## config.mk

```make
export PLATFORM = sky130hd
export DESIGN_NAME = tak_cordic
export DESIGN_NICKNAME = d
export VERILOG_FILES = /design/src/design/tak_pkg.sv /design/src/design/tak_cordic.sv
export SDC_FILE = /design/constraint.sdc
export NUM_CORES = 2
export LEC_CHECK = 0
export ABC_CLOCK_PERIOD_IN_PS = 32500
export BUFFER_PORTS_ARGS = -buffer_cell sky130_fd_sc_hd__buf_2
export CORE_MARGIN = 3
export CORE_UTILIZATION = 45
export CTS_CLUSTER_DIAMETER = 200
export DETAILED_ROUTE_END_ITERATION = 7
export MAX_ROUTING_LAYER = met4
export SETUP_SLACK_MARGIN = 0.5
export SLEW_MARGIN = 10
export SYNTH_ARGS = -nofsm -noshare
export SYNTH_HDL_FRONTEND = slang
export SYNTH_SLANG_ARGS = --single-unit
export TNS_END_PERCENT = 5
```

## constraint.sdc

```tcl
create_clock -name clk -period 32.5 [get_ports clk]
set_clock_uncertainty 0.15 [all_clocks]
set_input_delay 4.875 -clock clk [delete_from_list [all_inputs] [get_ports clk]]
set_output_delay 4.875 -clock clk [all_outputs]
set_load 0.01 [all_outputs]
```

## src/design/tak_pkg.sv

```systemverilog
// ----------------------------------------------------------------------------
// tak_pkg
// shared types, constants and tables of the trend angle kernel smoother
// ----------------------------------------------------------------------------
`default_nettype none

package tak_pkg;

  localparam int MaxWindow   = 64;
  localparam int PtrBits     = 6;
  localparam int PriceBits   = 32;
  localparam int CordicSteps = 26;
  localparam int DivBits     = 56;

  localparam logic [15:0] ANGLE_MAX   = 16'd23040;
  localparam logic [29:0] DEG_Q8_MUL  = 30'd961261421;

  localparam logic [1:0] REG_WINDOW_LENGTH     = 2'd0;
  localparam logic [1:0] REG_SCALE_DIVISOR     = 2'd1;
  localparam logic [1:0] REG_INVERSE_BANDWIDTH = 2'd2;

  typedef enum logic [3:0] {
    ST_IDLE, ST_RDCLOSE, ST_DIFF, ST_QDIV, ST_MUL, ST_ANGLE, ST_CORDIC,
    ST_KSETUP, ST_KJJ, ST_KU, ST_KW, ST_KACC, ST_MEAN, ST_MDIV, ST_DONE
  } state_t;

  typedef enum logic [1:0] {
    COR_IDLE, COR_NORM, COR_ITER, COR_CONV
  } cor_state_t;

  typedef struct packed {
    logic               start;
    logic [DivBits-1:0] num;
    logic [DivBits-1:0] den;
    logic [3:0]         steps;
  } div_req_t;

  typedef struct packed {
    logic        done;
    logic [15:0] quot;
  } div_rsp_t;

  function automatic logic [29:0] atan_q30(input logic [4:0] k);
    logic [29:0] v;
    case (k)
      5'd0:  v = 30'd843314857;
      5'd1:  v = 30'd497837829;
      5'd2:  v = 30'd263043837;
      5'd3:  v = 30'd133525159;
      5'd4:  v = 30'd67021687;
      5'd5:  v = 30'd33543516;
      5'd6:  v = 30'd16775851;
      5'd7:  v = 30'd8388437;
      5'd8:  v = 30'd4194283;
      5'd9:  v = 30'd2097149;
      5'd10: v = 30'd1048576;
      5'd11: v = 30'd524288;
      5'd12: v = 30'd262144;
      5'd13: v = 30'd131072;
      5'd14: v = 30'd65536;
      5'd15: v = 30'd32768;
      5'd16: v = 30'd16384;
      5'd17: v = 30'd8192;
      5'd18: v = 30'd4096;
      5'd19: v = 30'd2048;
      5'd20: v = 30'd1024;
      5'd21: v = 30'd512;
      5'd22: v = 30'd256;
      5'd23: v = 30'd128;
      5'd24: v = 30'd64;
      5'd25: v = 30'd32;
      default: v = 30'd0;
    endcase
    return v;
  endfunction

endpackage

`default_nettype wire

```

## src/design/tak_cordic.sv

```systemverilog
// ----------------------------------------------------------------------------
// tak_cordic
// vectoring cordic with normalize and degree conversion, one step per cycle
// ----------------------------------------------------------------------------
`default_nettype none

module tak_cordic (
  input  wire logic        clk,
  input  wire logic        rst_n,
  input  wire logic        start,
  input  wire logic [38:0] num,
  input  wire logic [38:0] den,
  output logic             done,
  output logic [14:0]      deg
);

  tak_pkg::cor_state_t state_r, state_nxt;
  logic [63:0]        x_r, x_nxt;
  logic [63:0]        y_r, y_nxt;
  logic signed [32:0] z_r, z_nxt;
  logic [4:0]         k_r, k_nxt;
  logic [61:0]        prod_r, prod_nxt;
  logic               conv_r, conv_nxt;
  logic               done_r, done_nxt;
  logic [14:0]        deg_r, deg_nxt;
  logic [63:0]        ys, xs, orv;
  logic [62:0]        rnd;
  logic [31:0]        zc;

  always_comb begin
    state_nxt = state_r;
    x_nxt     = x_r;
    y_nxt     = y_r;
    z_nxt     = z_r;
    k_nxt     = k_r;
    prod_nxt  = prod_r;
    conv_nxt  = conv_r;
    done_nxt  = 1'b0;
    deg_nxt   = deg_r;
    orv       = x_r | y_r;
    ys        = 64'($signed(y_r) >>> k_r);
    xs        = x_r >> k_r;
    zc        = z_r[32] ? 32'd0 : z_r[31:0];
    rnd       = {1'b0, prod_r} + (63'd1 << 45);
    case (state_r)
      tak_pkg::COR_IDLE: begin
        if (start) begin
          x_nxt     = {25'd0, den};
          y_nxt     = {25'd0, num};
          z_nxt     = '0;
          k_nxt     = '0;
          state_nxt = tak_pkg::COR_NORM;
        end
      end
      tak_pkg::COR_NORM: begin
        if (orv[63:51] == '0) begin
          x_nxt = x_r << 8;
          y_nxt = y_r << 8;
        end else if (orv[63:58] == '0) begin
          x_nxt = x_r << 1;
          y_nxt = y_r << 1;
        end else begin
          state_nxt = tak_pkg::COR_ITER;
        end
      end
      tak_pkg::COR_ITER: begin
        if (!y_r[63]) begin
          x_nxt = x_r + ys;
          y_nxt = y_r - xs;
          z_nxt = z_r + $signed({3'd0, tak_pkg::atan_q30(k_r)});
        end else begin
          x_nxt = x_r - ys;
          y_nxt = y_r + xs;
          z_nxt = z_r - $signed({3'd0, tak_pkg::atan_q30(k_r)});
        end
        k_nxt = k_r + 5'd1;
        if (k_r == 5'(tak_pkg::CordicSteps - 1)) begin
          state_nxt = tak_pkg::COR_CONV;
          conv_nxt  = 1'b0;
        end
      end
      tak_pkg::COR_CONV: begin
        if (!conv_r) begin
          prod_nxt = 62'(zc * tak_pkg::DEG_Q8_MUL);
          conv_nxt = 1'b1;
        end else begin
          if (rnd[62:46] > {1'b0, tak_pkg::ANGLE_MAX}) begin
            deg_nxt = tak_pkg::ANGLE_MAX[14:0];
          end else begin
            deg_nxt = rnd[60:46];
          end
          done_nxt  = 1'b1;
          state_nxt = tak_pkg::COR_IDLE;
        end
      end
      default: state_nxt = tak_pkg::COR_IDLE;
    endcase
  end

  always_ff @(posedge clk) begin
    if (!rst_n) begin
      state_r <= tak_pkg::COR_IDLE;
      done_r  <= 1'b0;
    end else begin
      state_r <= state_nxt;
      done_r  <= done_nxt;
    end
    x_r    <= x_nxt;
    y_r    <= y_nxt;
    z_r    <= z_nxt;
    k_r    <= k_nxt;
    prod_r <= prod_nxt;
    conv_r <= conv_nxt;
    deg_r  <= deg_nxt;
  end

  assign done = done_r;
  assign deg  = deg_r;

endmodule

`default_nettype wire

```

# [Word level (Yosys, flattened, before mapping)]
# Memory sizes are Yosys's and may differ from the RTL's. A register that Yosys moved wholly into a read port is not among the register bits.
# Index checks and enable logic that the tools add are counted.
# Widths: inputs -> output; s select.
[totals] regBits=247 rom_bits=1920 inputBits=81 out_inout_bits=16 memories=2
[memory_table] name="(no name shown)" depth=32 width=30 read_ports=1 rd_clocked_by_memory_dff=1 write_ports=0 line_no="tak_pkg.sv:45" rtl="case (k)"
[memory_table] name="(no name shown)" depth=32 width=30 read_ports=1 rd_clocked_by_memory_dff=1 write_ports=0 line_no="tak_pkg.sv:45"
[classes] addsub=8 mul=1 order_cmp=1 n_eq_ne=10 shifts=2 muxes=31 bitwise_logic=2 n_reduce_logical=13
[ops] op="$mux 64" n=8
[ops] op="$pmux 64 s3" n=2
[ops] op="$add 64x64->64" n=2
[ops] op="$sub 64x64->64" n=2
[ops] op="$mux 30" n=4
[ops] op="$mux 33" n=2
[ops] op="$pmux 33 s2" n=1
[ops] op="$or 64x64->64" n=1
[ops] op="$shr 64x5->64" n=1
[ops] op="$sshr 64x5->64" n=1
[ops] op="$add 62x46->63 const B" n=1
[ops] op="$mul 32x30->62 const B" n=1
[ops] op="$add 33x31->33" n=1
[ops] op="$sub 33x31->33" n=1
[ops] op="$mux 32" n=1
[ops] op="$gt 17x15->1 const B" n=1
[ops] op="$mux 5" n=3
[ops] op="$logic_not 13->1" n=1
[ops] op="$mux 2" n=5
[ops] op="$ne 2x2->1 const B" n=5
[ops] op="$pmux 5 s2" n=1
[ops] op="$reduce_and 2->1" n=5
[ops] op="$pmux 2 s4" n=1
[ops] op="$logic_not 6->1" n=1
[ops] op="13 further kinds" n=16

# [Logic depth before layout (Yosys ltp)]
[depth] ltp_word=5 depth_mapped=36 depth_no_buf=31

# [Worst setup path before layout]
# Ideal clock, no wire load.
[synth_timing] path_type="input to register" from="in start" to="reg x_r[0] (enable)" t_arrival_ns=14.307 required_time_ns=31.546 setup_slack_ns=17.238 path_stages=2 n_path_buf=0 path_cell_list="nor2b_1 > a211oi_1"
[synth_via] elab_chain_cells=2
[synth_lines] item="start: declaration" line_no="tak_cordic.sv:10" rtl="input wire logic start,"
[synth_lines] item="$ne 2x2->1 (no line)"
[synth_lines] item="$reduce_and 3->1 (no line)"
[synth_lines] item="end signal: assignment" line_no="tak_cordic.sv:108" rtl="x_r <= x_nxt;"
[synth_lines] item="end: declaration" line_no="tak_cordic.sv:18" rtl="logic [63:0] x_r, x_nxt;"
# No other way between the ends.
# A chain may end at the register's enable or synchronous reset.

# [Worst setup path after layout]
[layout_timing] from="reg z_r[32]" to="reg prod_r[61], data pin"
[layout_via] elab_chain_cells=2
[layout_lines] item="start: declaration" line_no="tak_cordic.sv:20" rtl="logic signed [32:0] z_r, z_nxt;"
[layout_lines] item="start signal: assignment" line_no="tak_cordic.sv:110" rtl="z_r <= z_nxt;"
[layout_lines] item="$mux 32" line_no="tak_cordic.sv:43" rtl="zc = z_r[32] ? 32'd0 : z_r[31:0];"
[layout_lines] item="$mul 32x30->62" line_no="tak_cordic.sv:84" rtl="prod_nxt = 62'(zc * tak_pkg::DEG_Q8_MUL);"
[layout_lines] item="end signal: assignment" line_no="tak_cordic.sv:112" rtl="prod_r <= prod_nxt;"
[layout_lines] item="end: declaration" line_no="tak_cordic.sv:22" rtl="logic [61:0] prod_r, prod_nxt;"
# No other way between the ends.

==> impl_results.md <==
- Post-DP HPWL: 135000 um
- Unrepaired setup endpoints after global routing: false
- 1st-pass router iterations: 8
- Post-synth EDFFs: 199
- Average wire per standard cell: 24.5 um
- Layout filler cell count: 10757
- Clock sinks: 232
- R2R Path End: prod_r[61]
- Largest net degree at the start of global routing: 129
- Syn avg cell area: 8.96 sq um
- Register bit total from synthesis: 232
- Row count: 121
- Relative slew slack: 21.4%
- Worst-Skew Late Latency: 0.61 ns
- Synth area leaders: fa_1, ha_1, edfxtp_1
- Syn Inst Count: 5606
- Chip Height: 340 um
- Die area: 0.116 sq mm
- Slew Viols, Final: 0
- Die Wd: 340 um
- MaxCap Viol Count: 0
- DRC: 0
- Ys async rst share: 0%
- Setup Viol. Count Final: 0
- WP data required: 32.68 ns
- R2R depth: 30
- R2R setup slack: 22.47 ns
- Worst path bufs/invs: 7
- Cell taking the most area after synthesis: fa_1
- CTS buffer count: 34
- Hold_sp: conv_r
- Top Family by Delay on Critical Path: adder cells
- H-tree Lvls: 2
- Critical Path Slowest Stage Cell: nor2b_1
- Setup crit start kind: flop
- Initial antenna violation count: 1
- Worst-path fanout max: 74
- PortBufs: 96
- Drt initial violations: 4916
- Clock Tree Root: clkbuf_16
- Core area: 0.110 sq mm
- Layout cells sized above 1: 9.97%
- Setup CP Type: flop to flop
- Most crowded layer after global routing: met2
- Syn_nets: 6594
- Post-DR vias/cell: 6.16
- R2r startpoint: z_r[32]
- Grt ovf: 0
- Max stage delay on crit path: 0.77 ns
- Slew @ Worst Pin: 1.17 ns
- Max Root-Sink Buffers: 3
- Hold crit path type: flop to flop
- CTS tree: done
- Ys Warns: 0
- Total number of vias: 43076
- M1 GR Usage: 40.6%
- Share of the synthesized area in the top cell type: 15.4%
- Setup Buffers After CTS: 0
- Total wire length: 171000 um
- Layout net count: 6471
- Period utilization: 30.9%
- Worst-path clk slew: 0.07 ns
- Final min period: 10.03 ns
- GR Util All Layers: 29.8%
- Hold Crit Endpoint: done
- Seq/Total Area, Yosys: 13.2%
- Area Overhead vs Synth: 5.01%
- Met2 usage: 45.8%
- Global-route wire length before repair: 261000 um
- Fmax: 99.7 MHz
- GPL Wtd Cong: 1.01
- Vias in the first global route: 42104
- Initial Util: 45.7%
- # IOs: 97
- Status: finished clean
- Most used cell, CP: fa_1
- Syn Std Cell Area: 0.0503 sq mm
- Post-DRT Antenna Nets: 0
- Fin. Hold Viols: 0
- Worst Setup End Kind: flop
- Post-cts resize count: 0
- Ys flop type: edfxtp_1
- Arr. time, crit path: 10.22 ns
- Post-synthesis cell type count: 99
- Min-Delay Path Depth: 1
- GR Util met3: 4.79%
- Setup tns final: 0 ns
- CTS Hold Bufs: 0
==> worst max path at each step <==
stage	depth (start not counted)	end	from
after floorplan	2	x_r[0]	start
after global placement	30	prod_r[61]	z_r[32]
after detailed placement	30	prod_r[61]	z_r[32]
after CTS	30	prod_r[61]	z_r[32]
after global routing	30	prod_r[61]	z_r[32]
final	30	prod_r[61]	z_r[32]
==> per-layer routing <==
metal,vias to the layer above,part of all wire [%]
met4,0,3.4
met3,302,8.0
met1,21244,43
met2,1811,45
li1,19719,-
met5,-,0
==> final cells by class <==
class | count | area, sq um | share of cell area, %
multi-input combinational | 4472 | 40000 | 75.8
sequential | 232 | 6640 | 12.6
inverter | 588 | 2210 | 4.19
tap | 1476 | 1850 | 3.50
timing repair buffer | 155 | 961 | 1.82
clock buffer | 43 | 925 | 1.75
clock inverter | 19 | 176 | 0.334
antenna | 3 | 7.51 | 0.0142
==> stage by stage <==
stage,hold WS [ns],cell area [sq um],util (%),cells,setup slack (ns)
after floorplan,0.344,50300,-,5606,17.24
after global placement,0.403,51700,47.0,6923,22.43
after detailed placement,0.408,51700,47.0,6923,22.34
after CTS,0.440,52800,48.0,6985,22.35
after global routing,0.470,52800,48.0,6987,21.96
final,0.435,52800,48.0,6988,22.47
==> synthesized netlist by cell type, types with 15 or more instances <==
library cell and number:
o221ai_1 15, nand2_1 330, nand4_1 29, o21a_1 33, o21bai_1 31, buf_2 59, and4_1 17, a21o_1 129
edfxtp_1 199, o22ai_1 62, nor4_1 19, fa_1 386, buf_4 23, mux2_2 112, xor2_1 139, o211ai_1 27
nor3_1 79, a31oi_1 67, dfxtp_1 33, nor2_1 482, mux4_2 183, nor2b_1 85, clkbuf_1 175, xnor2_1 247
and3_1 51, and2_1 51, buf_1 42, a211oi_1 39, a22oi_1 30, nand3_1 85, ha_1 521, nand2b_1 64
inv_1 582, o21ai_0 197, or3_1 18, a21oi_1 471, mux2i_1 229, o31ai_1 32
==> worst register-to-register path: cells and delay by family, from the launching register on <==
family / cells / cell delay (ns)
AO/OA/AOI/OAI: 8 / 1.72
adder cells (fa/ha/maj): 9 / 4.50
buffers and inverters: 7 / 0.93
flip-flops: 1 / 0.40
AND/OR/NAND/NOR: 6 / 2.13
==> cells in the final DEF, fill, tap and decap left out, types with 32 or more instances in the layout <==
cell type	count
nor2b_1	85
inv_1	579
a31oi_1	67
o22ai_1	62
clkbuf_16	34
mux2_2	112
nand2b_1	64
nand2_1	329
xnor2_1	247
a21o_1	129
a211oi_1	38
ha_1	519
nor3_1	79
xor2_1	139
mux2i_1	229
o21a_1	33
nor2_1	480
fa_1	386
edfxtp_1	199
buf_2	96
and3_1	51
o21ai_0	196
and2_1	51
o31ai_1	32
dfxtp_1	33
buf_4	56
a21oi_1	471
mux4_2	183
nand3_1	85
==> cell families after synthesis <==
group | after synthesis | share of synthesized area (%)
simple gates | 1361 | 12.8
compound gates | 1291 | 16.2
fa+ha+maj | 907 | 28.3
buf+inv | 902 | 7.29
mux | 526 | 15.4
xor+xnor | 387 | 6.77
flops | 232 | 13.2
Power is left out: the tool's default activity adds up to more than one toggle a clock period on the data nets, which glitch-free logic cannot reach.
