`src/design/tak_pkg.sv`:
```
// ----------------------------------------------------------------------------
// tak_pkg
// shared types, constants and tables of the trend angle kernel smoother
// ----------------------------------------------------------------------------
`default_nettype none

package tak_pkg;

  localparam int MaxWindow   = 64;
  localparam int PtrBits     = 6;
  localparam int PriceBits   = 32;
  localparam int CordicSteps = 26;
  localparam int DivBits     = 56;

  localparam logic [15:0] ANGLE_MAX   = 16'd23040;
  localparam logic [29:0] DEG_Q8_MUL  = 30'd961261421;

  localparam logic [1:0] REG_WINDOW_LENGTH     = 2'd0;
  localparam logic [1:0] REG_SCALE_DIVISOR     = 2'd1;
  localparam logic [1:0] REG_INVERSE_BANDWIDTH = 2'd2;

  typedef enum logic [3:0] {
    ST_IDLE, ST_RDCLOSE, ST_DIFF, ST_QDIV, ST_MUL, ST_ANGLE, ST_CORDIC,
    ST_KSETUP, ST_KJJ, ST_KU, ST_KW, ST_KACC, ST_MEAN, ST_MDIV, ST_DONE
  } state_t;

  typedef enum logic [1:0] {
    COR_IDLE, COR_NORM, COR_ITER, COR_CONV
  } cor_state_t;

  typedef struct packed {
    logic               start;
    logic [DivBits-1:0] num;
    logic [DivBits-1:0] den;
    logic [3:0]         steps;
  } div_req_t;

  typedef struct packed {
    logic        done;
    logic [15:0] quot;
  } div_rsp_t;

  function automatic logic [29:0] atan_q30(input logic [4:0] k);
    logic [29:0] v;
    case (k)
      5'd0:  v = 30'd843314857;
      5'd1:  v = 30'd497837829;
      5'd2:  v = 30'd263043837;
      5'd3:  v = 30'd133525159;
      5'd4:  v = 30'd67021687;
      5'd5:  v = 30'd33543516;
      5'd6:  v = 30'd16775851;
      5'd7:  v = 30'd8388437;
      5'd8:  v = 30'd4194283;
      5'd9:  v = 30'd2097149;
      5'd10: v = 30'd1048576;
      5'd11: v = 30'd524288;
      5'd12: v = 30'd262144;
      5'd13: v = 30'd131072;
      5'd14: v = 30'd65536;
      5'd15: v = 30'd32768;
      5'd16: v = 30'd16384;
      5'd17: v = 30'd8192;
      5'd18: v = 30'd4096;
      5'd19: v = 30'd2048;
      5'd20: v = 30'd1024;
      5'd21: v = 30'd512;
      5'd22: v = 30'd256;
      5'd23: v = 30'd128;
      5'd24: v = 30'd64;
      5'd25: v = 30'd32;
      default: v = 30'd0;
    endcase
    return v;
  endfunction

endpackage

`default_nettype wire

```
`src/design/tak_div.sv`:
```
// ----------------------------------------------------------------------------
// tak_div
// shared restoring divider, one quotient bit per cycle
// ----------------------------------------------------------------------------
`default_nettype none

module tak_div (
  input  wire logic             clk,
  input  wire logic             rst_n,
  input  wire tak_pkg::div_req_t req,
  output tak_pkg::div_rsp_t      rsp
);

  logic [tak_pkg::DivBits-1:0] rem_r, rem_nxt;
  logic [tak_pkg::DivBits-1:0] den_r, den_nxt;
  logic [15:0]                 quot_r, quot_nxt;
  logic [3:0]                  cnt_r, cnt_nxt;
  logic                        busy_r, busy_nxt;
  logic                        done_r, done_nxt;

  always_comb begin
    rem_nxt  = rem_r;
    den_nxt  = den_r;
    quot_nxt = quot_r;
    cnt_nxt  = cnt_r;
    busy_nxt = busy_r;
    done_nxt = 1'b0;
    if (req.start) begin
      rem_nxt  = req.num;
      den_nxt  = req.den;
      quot_nxt = '0;
      cnt_nxt  = req.steps;
      busy_nxt = 1'b1;
    end else if (busy_r) begin
      if (rem_r >= den_r) begin
        rem_nxt  = rem_r - den_r;
        quot_nxt = {quot_r[14:0], 1'b1};
      end else begin
        quot_nxt = {quot_r[14:0], 1'b0};
      end
      den_nxt = den_r >> 1;
      cnt_nxt = cnt_r - 4'd1;
      if (cnt_r == 4'd1) begin
        busy_nxt = 1'b0;
        done_nxt = 1'b1;
      end
    end
  end

  always_ff @(posedge clk) begin
    if (!rst_n) begin
      busy_r <= 1'b0;
      done_r <= 1'b0;
    end else begin
      busy_r <= busy_nxt;
      done_r <= done_nxt;
    end
    rem_r  <= rem_nxt;
    den_r  <= den_nxt;
    quot_r <= quot_nxt;
    cnt_r  <= cnt_nxt;
  end

  assign rsp.done = done_r;
  assign rsp.quot = quot_r;

endmodule

`default_nettype wire

```
`config.mk`:
```
export PLATFORM = sky130hd
export DESIGN_NAME = tak_div
export DESIGN_NICKNAME = d
export VERILOG_FILES = /design/src/design/tak_pkg.sv /design/src/design/tak_div.sv
export SDC_FILE = /design/constraint.sdc
export NUM_CORES = 1
export LEC_CHECK = 0
export BUFFER_PORTS_ARGS = -buffer_cell sky130_fd_sc_hd__buf_4
export CELL_PAD_IN_SITES_DETAIL_PLACEMENT = 1
export CELL_PAD_IN_SITES_GLOBAL_PLACEMENT = 2
export CORE_UTILIZATION = 32
export DETAILED_ROUTE_END_ITERATION = 16
export PLACE_DENSITY_LB_ADDON = 0.1
export SLEW_MARGIN = 20
export SYNTH_ARGS = -nofsm -noshare
export SYNTH_HDL_FRONTEND = slang
export SYNTH_SLANG_ARGS = --single-unit
```
`constraint.sdc`:
```
create_clock -name clk -period 3.6 [get_ports clk]
set_input_delay 0.36 -clock clk [delete_from_list [all_inputs] [get_ports clk]]
set_output_delay 0.36 -clock clk [all_outputs]
set_load 0.02 [all_outputs]
```
# Yosys cells after proc, flatten, opt, wreduce, memory -nomap -nowiden
# Index checks and enable logic that the tools add are counted.
# totals
regBits,134
inputBits,119
output_inout_bits,17
# classes
n_addsub,2
n_lt_le_gt_ge,1
n_eq_ne,1
n_mux,12
bitwise,2
n_reduce_logical,4
# ops
op,n
56-bit two-way mux,5
56-bit greater-or-equal comparator,1
56-bit subtractor,1
4-bit two-way mux,2
1-bit two-way mux,5
"4-bit by 1-bit == test with 1-bit output, second input constant",1
2-bit nonzero test,2
"4-bit by 1-bit subtractor with 4-bit output, second input constant",1
3-bit OR reduction,1
1-bit inverter,2
2-bit AND reduction,1

# Logic depth before layout (Yosys ltp)
# Gate-level depths: netlist (run 1).
# depth
ltp_word,4
mapped_depth,12
ltp_nobuf,12

# Least setup slack after synthesis (run 1)
# No wires, ideal clock.
# synth_timing
path_type,reg-to-reg
startpoint,register rem_r[0] (netlist name)
endpoint,register rem_r[0] (netlist name) (enable)
setup_ns,0.638
t_arrival_ns,3.118
path_slack_ns,-0.156
path_stages_with_launch,13
path_cell_list,edfxtp_1 > inv_1 > ha_1 > inv_1 > fa_1 > a211oi_1 > o311ai_2 > o211ai_1 > and2_1 > a2bb2oi_1 > a221oi_1 > o211ai_1 > nand2_1
# synth_between
elab_chain_len,3
# synth_rtl
item,line,source
"start, declared",tak_div.sv:14,"logic [tak_pkg::DivBits-1:0] rem_r, rem_nxt;"
"start signal, assigned",tak_div.sv:58,rem_r <= rem_nxt;
56-bit greater-or-equal comparator,tak_div.sv:35,if (rem_r >= den_r) begin
2-bit nonzero test (no source line),-,
2-bit AND reduction (no source line),-,
# No other way between the ends.
# A chain may end at the register's enable or synchronous reset.

# Worst setup path after layout (run 1)
# layout_timing
startpoint,register den_r[0] (netlist name)
endpoint,register rem_r[33] (netlist name) (enable)
# layout_between
elab_chain_len,3
# layout_rtl
item,line,source
"start, declared",tak_div.sv:15,"logic [tak_pkg::DivBits-1:0] den_r, den_nxt;"
"start signal, assigned",tak_div.sv:59,den_r <= den_nxt;
56-bit greater-or-equal comparator,tak_div.sv:35,
2-bit nonzero test (no source line),-,
2-bit AND reduction (no source line),-,
# No other way between the ends.

==> summary.md, run 1 <==
| Metric | Value |
|---|---|
| Status | finished, final reports clean |
| MaxCap Viol Count | 0 |
| Total CTS buffers | 17 |
| Cell mode on critical path | o211ai_1 |
| Reg-to-reg slack, setup | 0.35 ns |
| Rows | 61 |
| Largest area contributor in the synthesized netlist | edfxtp_1 |
| Final Max Tran Viols | 0 |
| Skew-Pair Late Insertion Delay | 0.43 ns |
| CP max FO | 28 |
| CTS max path bufs | 2 |
| Die W | 171 µm |
| Setup bufs post-CTS | 0 |
| Vias post-DR | 7979 |
| Slowest stage cell, crit path | edfxtp_1 |
| GPL Wtd Cong | 0.825 |
| Ys Warns | 0 |
| Post-Route WL | 27700 µm |
| Crit path launch type | register |
| RSZ-0062 raised after global routing | no |
| DRT antenna net count | 0 |
| Final nets | 1318 |
| Yosys top cell area share | 38.3% |
| Final period util | 90.3% |
| R2R cell count | 12 |
| Die area | 0.0291 mm² |
| Yosys cell types | 67 |
| PortBufs | 135 |
| Buf+Inv Stages, Crit Path | 2 |
| Hold Path End | busy_r$_SDFF_PN0_ |
| Sink Count | 134 |
| HP Start | rst_n |
| Ys flop type | edfxtp_1 |
| H-tree levels | 4 |
| Crit Reg-Reg Endpoint | rem_r[33]$_DFFE_PP_ |
| Area grow syn2layout | 22.1% |
| Initial antenna violation count | 0 |
| Sequential share of the synthesized area | 42.3% |
| Hold Path Class | in -> reg |
| Layout cells sized above 1 | 17.0% |
| Syn Inst Count | 1030 |
| Reg-to-reg startpoint | den_r[0]$_DFFE_PP_ |
| CTS tree | done |
| Clock-pin slew on the worst setup and hold paths | 0.07 ns |
| Storage cell area | 0.00384 mm² |
| Initial Util | 32.6% |
| #FFs+latches synth | 134 |
| Final Setup Violations | 0 |
| Diode count | 0 |
| Req. time, crit path | 3.71 ns |
| Final setup skew | 0.0178 ns |
| Total GRT Usage | 19.7% |
| First-pass GRT wire length | 44500 µm |
| WHS | 0.166 ns |
| Worst path max stage delay | 0.39 ns |
| Worst Tran Pin Value | 0.712 ns |
| Most frequent cells in the layout | nand2_1, buf_4, o21ai_0 |
| Syn_nets | 1208 |
| Cell Chain, Critical Path | ha_1, inv_1, fa_1, a211oi_1, o311ai_2, o211ai_1, and2_1, a2bb2oi_1, a221oi_1, o211ai_1, nand2_2, buf_12 |
| Hold depth | 2 |
| Core box area | 0.0279 mm² |
| Final min period | 3.25 ns |
| Relative max-transition margin | 52.5% |
| Post-route DRC | 0 |
| Synthesized area per cell | 8.83 µm² |
| Leading post-synthesis cells by cell area | edfxtp_1, ha_1, o21ai_0, nand2_1, dfxtp_1 |
| Setup TNS | 0 ns |
| Post-CTS sizing | 0 |
| Crit path kind | reg -> reg |
| CTS hold repair buffers | 0 |
| Most common cell after layout, fill and taps aside | nand2_1 |
| Pin count of the biggest net entering global routing | 92 |
| Pleak | 4.67 nW |
| TritonRoute pass-1 iters | 5 |
| CTS root buf | clkbuf_16 |
| DP HPWL | 20600 µm |
| Worst EP arrival | 3.36 ns |
| Fill cells | 3250 |
| Vias in the first global route | 8374 |
| Die Y | 171 µm |
| Multi-input gate area | 0.00473 mm² |
| Worst vdd ir | 0.302 mV |
| Final Hold Viols | 0 |
| Vias per inst | 5.21 |
| CP top delay family | compound AO/OA/AOI/OAI gates |
| Routed WL per cell | 18.1 µm |
| Mapped Area | 0.00909 mm² |
| Maximum clock frequency | 0.308 GHz |
| Crit path capture type | register |
| Async S/R FF share, synth | 0% |
| Initial drt markers | 343 |
| Post-synth EDFFs | 116 |
| Total grt overflow | 0 |
| Pwr dens | 675 mW/mm² |
| Top Ports | 136 |
cells by family (layout without fill, tap and decap cells):
kind of cell,after synthesis,after routing,synth area share (%)
AND/OR/NAND/NOR,323,323,16.0
AO/OA/AOI/OAI,319,319,21.6
flip-flops,134,134,42.3
buffers and inverters,134,257,5.74
adder cells (fa/ha/maj),59,59,8.20
XOR/XNOR,43,43,4.14
multiplexers,18,18,2.06
registers in the layout (all words and copies together) (netlist names):
| name | count |
|---|---|
| den_r | 56 |
| rem_r | 56 |
| quot_r | 16 |
| busy_r | 1 |
| done_r | 1 |
| cnt_r | 4 |
through the flow:
stage          utilization, %  std cells  area [µm²]  total power [mW]  setup slack [ns]
2_1_floorplan               -       1030        9090              4.60             0.365
3_3_place_gp             37.6       1499       10500              5.56             0.372
3_5_place_dp             37.6       1499       10500              5.58             0.407
4_1_cts                  39.9       1531       11100              7.55             0.358
5_1_grt                  39.9       1531       11100              8.03             0.135
6_report                 39.9       1531       11100              7.49             0.350
routing by layer:
| metal | GRT usage [%] | wire [µm] | vias to the layer above |
|---|---|---|---|
| li1 | - | - | 3931 |
| met1 | 26.3 | 13400 | 3873 |
| met2 | 33.0 | 12900 | 155 |
| met3 | 3.52 | 1060 | 20 |
| met4 | 4.39 | 283 | 0 |
| met5 | 0 | 0 | - |
worst max path at each step:
stage                       startpoint             endpoint  slack [ns]  cells after the start
finish              den_r[0]$_DFFE_PP_  rem_r[33]$_DFFE_PP_        0.35                     12
global placement    rem_r[0]$_DFFE_PP_  rem_r[34]$_DFFE_PP_        0.37                     12
detailed placement  rem_r[0]$_DFFE_PP_  rem_r[45]$_DFFE_PP_        0.41                     13
floorplan           den_r[0]$_DFFE_PP_   rem_r[0]$_DFFE_PP_        0.37                     11
global route        den_r[0]$_DFFE_PP_   rem_r[1]$_DFFE_PP_        0.14                     12
CTS                 den_r[0]$_DFFE_PP_  rem_r[33]$_DFFE_PP_        0.36                     12
power breakdown:
group          total, mW  leakage [nW]  switching (mW)  internal (mW)
combinational       3.39          3.03            2.08           1.31
sequential          2.17          1.32          0.0939           2.08
clock               1.93         0.318           0.817           1.11
total               7.49          4.67            2.99           4.50
synthesized netlist by cell type (all sizes together), types with 3 or more instances:
cell	count
edfxtp	116
xor2	21
a221oi	3
nor3	20
a31oi	11
o31ai	7
a21o	20
a311oi	4
and2	4
nand2b	5
dfxtp	18
or2	6
a21oi	67
nand2	170
mux2	3
xnor2	22
inv	78
a21boi	5
o21a	16
o21ai	131
nor2	56
mux2i	15
a211oi	7
clkbuf	45
o221a	3
o211ai	9
buf	10
a2bb2oi	3
nand3	6
and3	8
o21bai	11
nand4	25
ha	58
a221o	3
nor2b	3
or3	6
nor4	3
area by class of cell:
cell class,instances,area share [%]
clock buffer,20,4.51
timing repair buffer,146,10.1
multi-input combinational,762,42.6
tap,378,4.26
inverter,79,2.67
clock inverter,12,1.23
sequential,134,34.6
Note: power is estimated with default switching activity, not from simulation.
==> run 2, diff against run 1 <==
--- a/config.mk
+++ b/config.mk
@@ -8,7 +8,7 @@
 export BUFFER_PORTS_ARGS = -buffer_cell sky130_fd_sc_hd__buf_4
 export CELL_PAD_IN_SITES_DETAIL_PLACEMENT = 1
 export CELL_PAD_IN_SITES_GLOBAL_PLACEMENT = 2
-export CORE_UTILIZATION = 32
+export CORE_UTILIZATION = 30
 export DETAILED_ROUTE_END_ITERATION = 16
 export PLACE_DENSITY_LB_ADDON = 0.1
 export SLEW_MARGIN = 20
==> run 2 against run 1 <==
Setup slack lost 0.033 ns. Global-route usage shrank 1.1 points. Final cell count grew 0.65%. Fmax shrank 0.99%. Non-clock buffer count shrank 2. Combinational power is essentially flat. Die area grew 6.6%. Final area shrank 0.42%. Clock skew grew 0.0011 ns. Flip-flop and latch count is the same. Routed wire length grew 0.55%. Largest power group unchanged.
==> summary.md, run 2 (synthesis results as in run 1) <==
| Metric | Value |
|---|---|
| CTS max path bufs | 2 |
| Top flop regs | den_r: 56 flops, rem_r: 56 flops, quot_r: 16 flops |
| Cell Count, Final, Fillers Out | 1541 |
| Worst setup endpoint | rem_r[28]$_DFFE_PP_ |
| Total grt overflow | 0 |
| Worst setup startpoint | den_r[0]$_DFFE_PP_ |
| Total power | 7.33 mW |
| Die W | 176 µm |
| Area grow syn2layout | 21.6% |
| Initial drt markers | 470 |
| Worst vdd ir | 0.311 mV |
| Reg-to-reg slack, setup | 0.32 ns |
| Most common cell after layout, fill and taps aside | nand2_1 |
| Top Ports | 136 |
| Total GRT Usage | 18.6% |
| CP max FO | 19 |
| Routed WL per cell | 18.1 µm |
| Pwr dens | 663 mW/mm² |
| TritonRoute pass-1 iters | 4 |
| R2R cell count | 12 |
| Pleak | 4.64 nW |
| Post-Route WL | 27800 µm |
| Total CTS buffers | 17 |
| Rows | 63 |
| Relative max-transition margin | 51.9% |
| RSZ-0062 raised after global routing | no |
| Place WS | 0.331 ns |
| WHS | 0.161 ns |
| Fill cells | 3436 |
| Reg-to-reg startpoint | den_r[0]$_DFFE_PP_ |
| Post-CTS sizing | 0 |
| Initial antenna violation count | 0 |
| Req. time, crit path | 3.70 ns |
| Initial Util | 30.6% |
| PortBufs | 135 |
| Crit path capture type | register |
| Vias post-DR | 7905 |
| H-tree levels | 4 |
| Final period util | 91.2% |
| Final Max Tran Viols | 0 |
| Util after Layout | 37.2% |
| Post-route DRC | 0 |
| Setup bufs post-CTS | 0 |
| DRT antenna net count | 0 |
| Core box area | 0.0297 mm² |
| Maximum clock frequency | 0.305 GHz |
| GPL Wtd Cong | 0.788 |
| Pin count of the biggest net entering global routing | 113 |
| Final nets | 1316 |
| Status | finished, final reports clean |
| Final min period | 3.28 ns |
| Vias in the first global route | 8294 |
| Final Instance Area | 0.0111 mm² |
| Die area | 0.0310 mm² |
| Setup TNS | 0 ns |
| Die Y | 176 µm |
| Setup ws final | 0.318 ns |
| CTS hold repair buffers | 0 |
| Clock-pin slew on the worst setup and hold paths | 0.07 ns |
| DP HPWL | 20800 µm |
| Crit Reg-Reg Endpoint | rem_r[28]$_DFFE_PP_ |
| Worst Tran Pin Value | 0.721 ns |
| Final Hold Viols | 0 |
| MaxCap Viol Count | 0 |
| Crit path kind | reg -> reg |
| Hold depth | 2 |
| Final Setup Violations | 0 |
| Multi-input gate area | 0.00473 mm² |
| Sink Count | 134 |
| Crit path launch type | register |
| Storage cell area | 0.00384 mm² |
| Layout cells sized above 1 | 16.9% |
| Vias per inst | 5.13 |
| Worst EP arrival | 3.38 ns |
| Final setup skew | 0.0189 ns |
| CTS root buf | clkbuf_16 |
| First-pass GRT wire length | 44900 µm |
| Placed insts | 1509 |
| Most frequent cells in the layout | nand2_1, buf_4, o21ai_0 |
| Diode count | 0 |
| Skew-Pair Late Insertion Delay | 0.44 ns |
| CTS tree | done |
| DP Area | 0.0105 mm² |
| Hold Path Class | in -> reg |
## run 2: changes by cell type in the layout (fill, tap and decap cells not counted)
cell,change
buf_12,+1
buf_4,-3
clkbuf_16,-3
inv_4,+3
inv_6,+1
inv_8,-1
## run 2: cell type report
type | instances | share of cell area [%]
repair buffers | 144 | 10.2
flip-flops and latches | 134 | 34.8
inverters | 79 | 2.68
clock inverters | 15 | 1.38
well taps | 390 | 4.41
clock buffers | 17 | 3.85
multi-input cells | 762 | 42.8
## run 2: critical path: stages (launching register included)
cell and delay, ns:
edfxtp_1 0.37, ha_1 0.20, inv_1 0.07, fa_1 0.23, a211oi_1 0.12, o311ai_2 0.39, o211ai_1 0.20, and2_1 0.29
a2bb2oi_1 0.17, a221oi_1 0.35, o211ai_1 0.14, nand2_2 0.11, buf_4 0.30
## run 2: layer usage
metal	vias up	wire length, µm	global-route usage, %
met3	18	867	3.12
met1	3837	13600	25.5
met5	-	0	0
li1	3927	-	-
met4	0	327	4.35
met2	123	13100	30.3
## run 2: report_power, final
part | internal, mW | total (mW) | switching, mW
combinational | 1.30 | 3.37 | 2.06
sequential | 2.08 | 2.17 | 0.0937
clock | 0.985 | 1.80 | 0.812
total | 4.36 | 7.33 | 2.97
## run 2: how the worst min path moves through the flow
stage                            startpoint                      end  slack [ns]
detailed placement  quot_r[15]$_SDFFE_PP0P_  quot_r[15]$_SDFFE_PP0P_        0.49
global route                          rst_n        done_r$_SDFF_PP0_        0.20
global placement    quot_r[15]$_SDFFE_PP0P_  quot_r[15]$_SDFFE_PP0P_        0.48
floorplan                             rst_n        done_r$_SDFF_PP0_        0.49
finish                                rst_n        busy_r$_SDFF_PN0_        0.16
CTS                                   rst_n        busy_r$_SDFF_PN0_        0.14
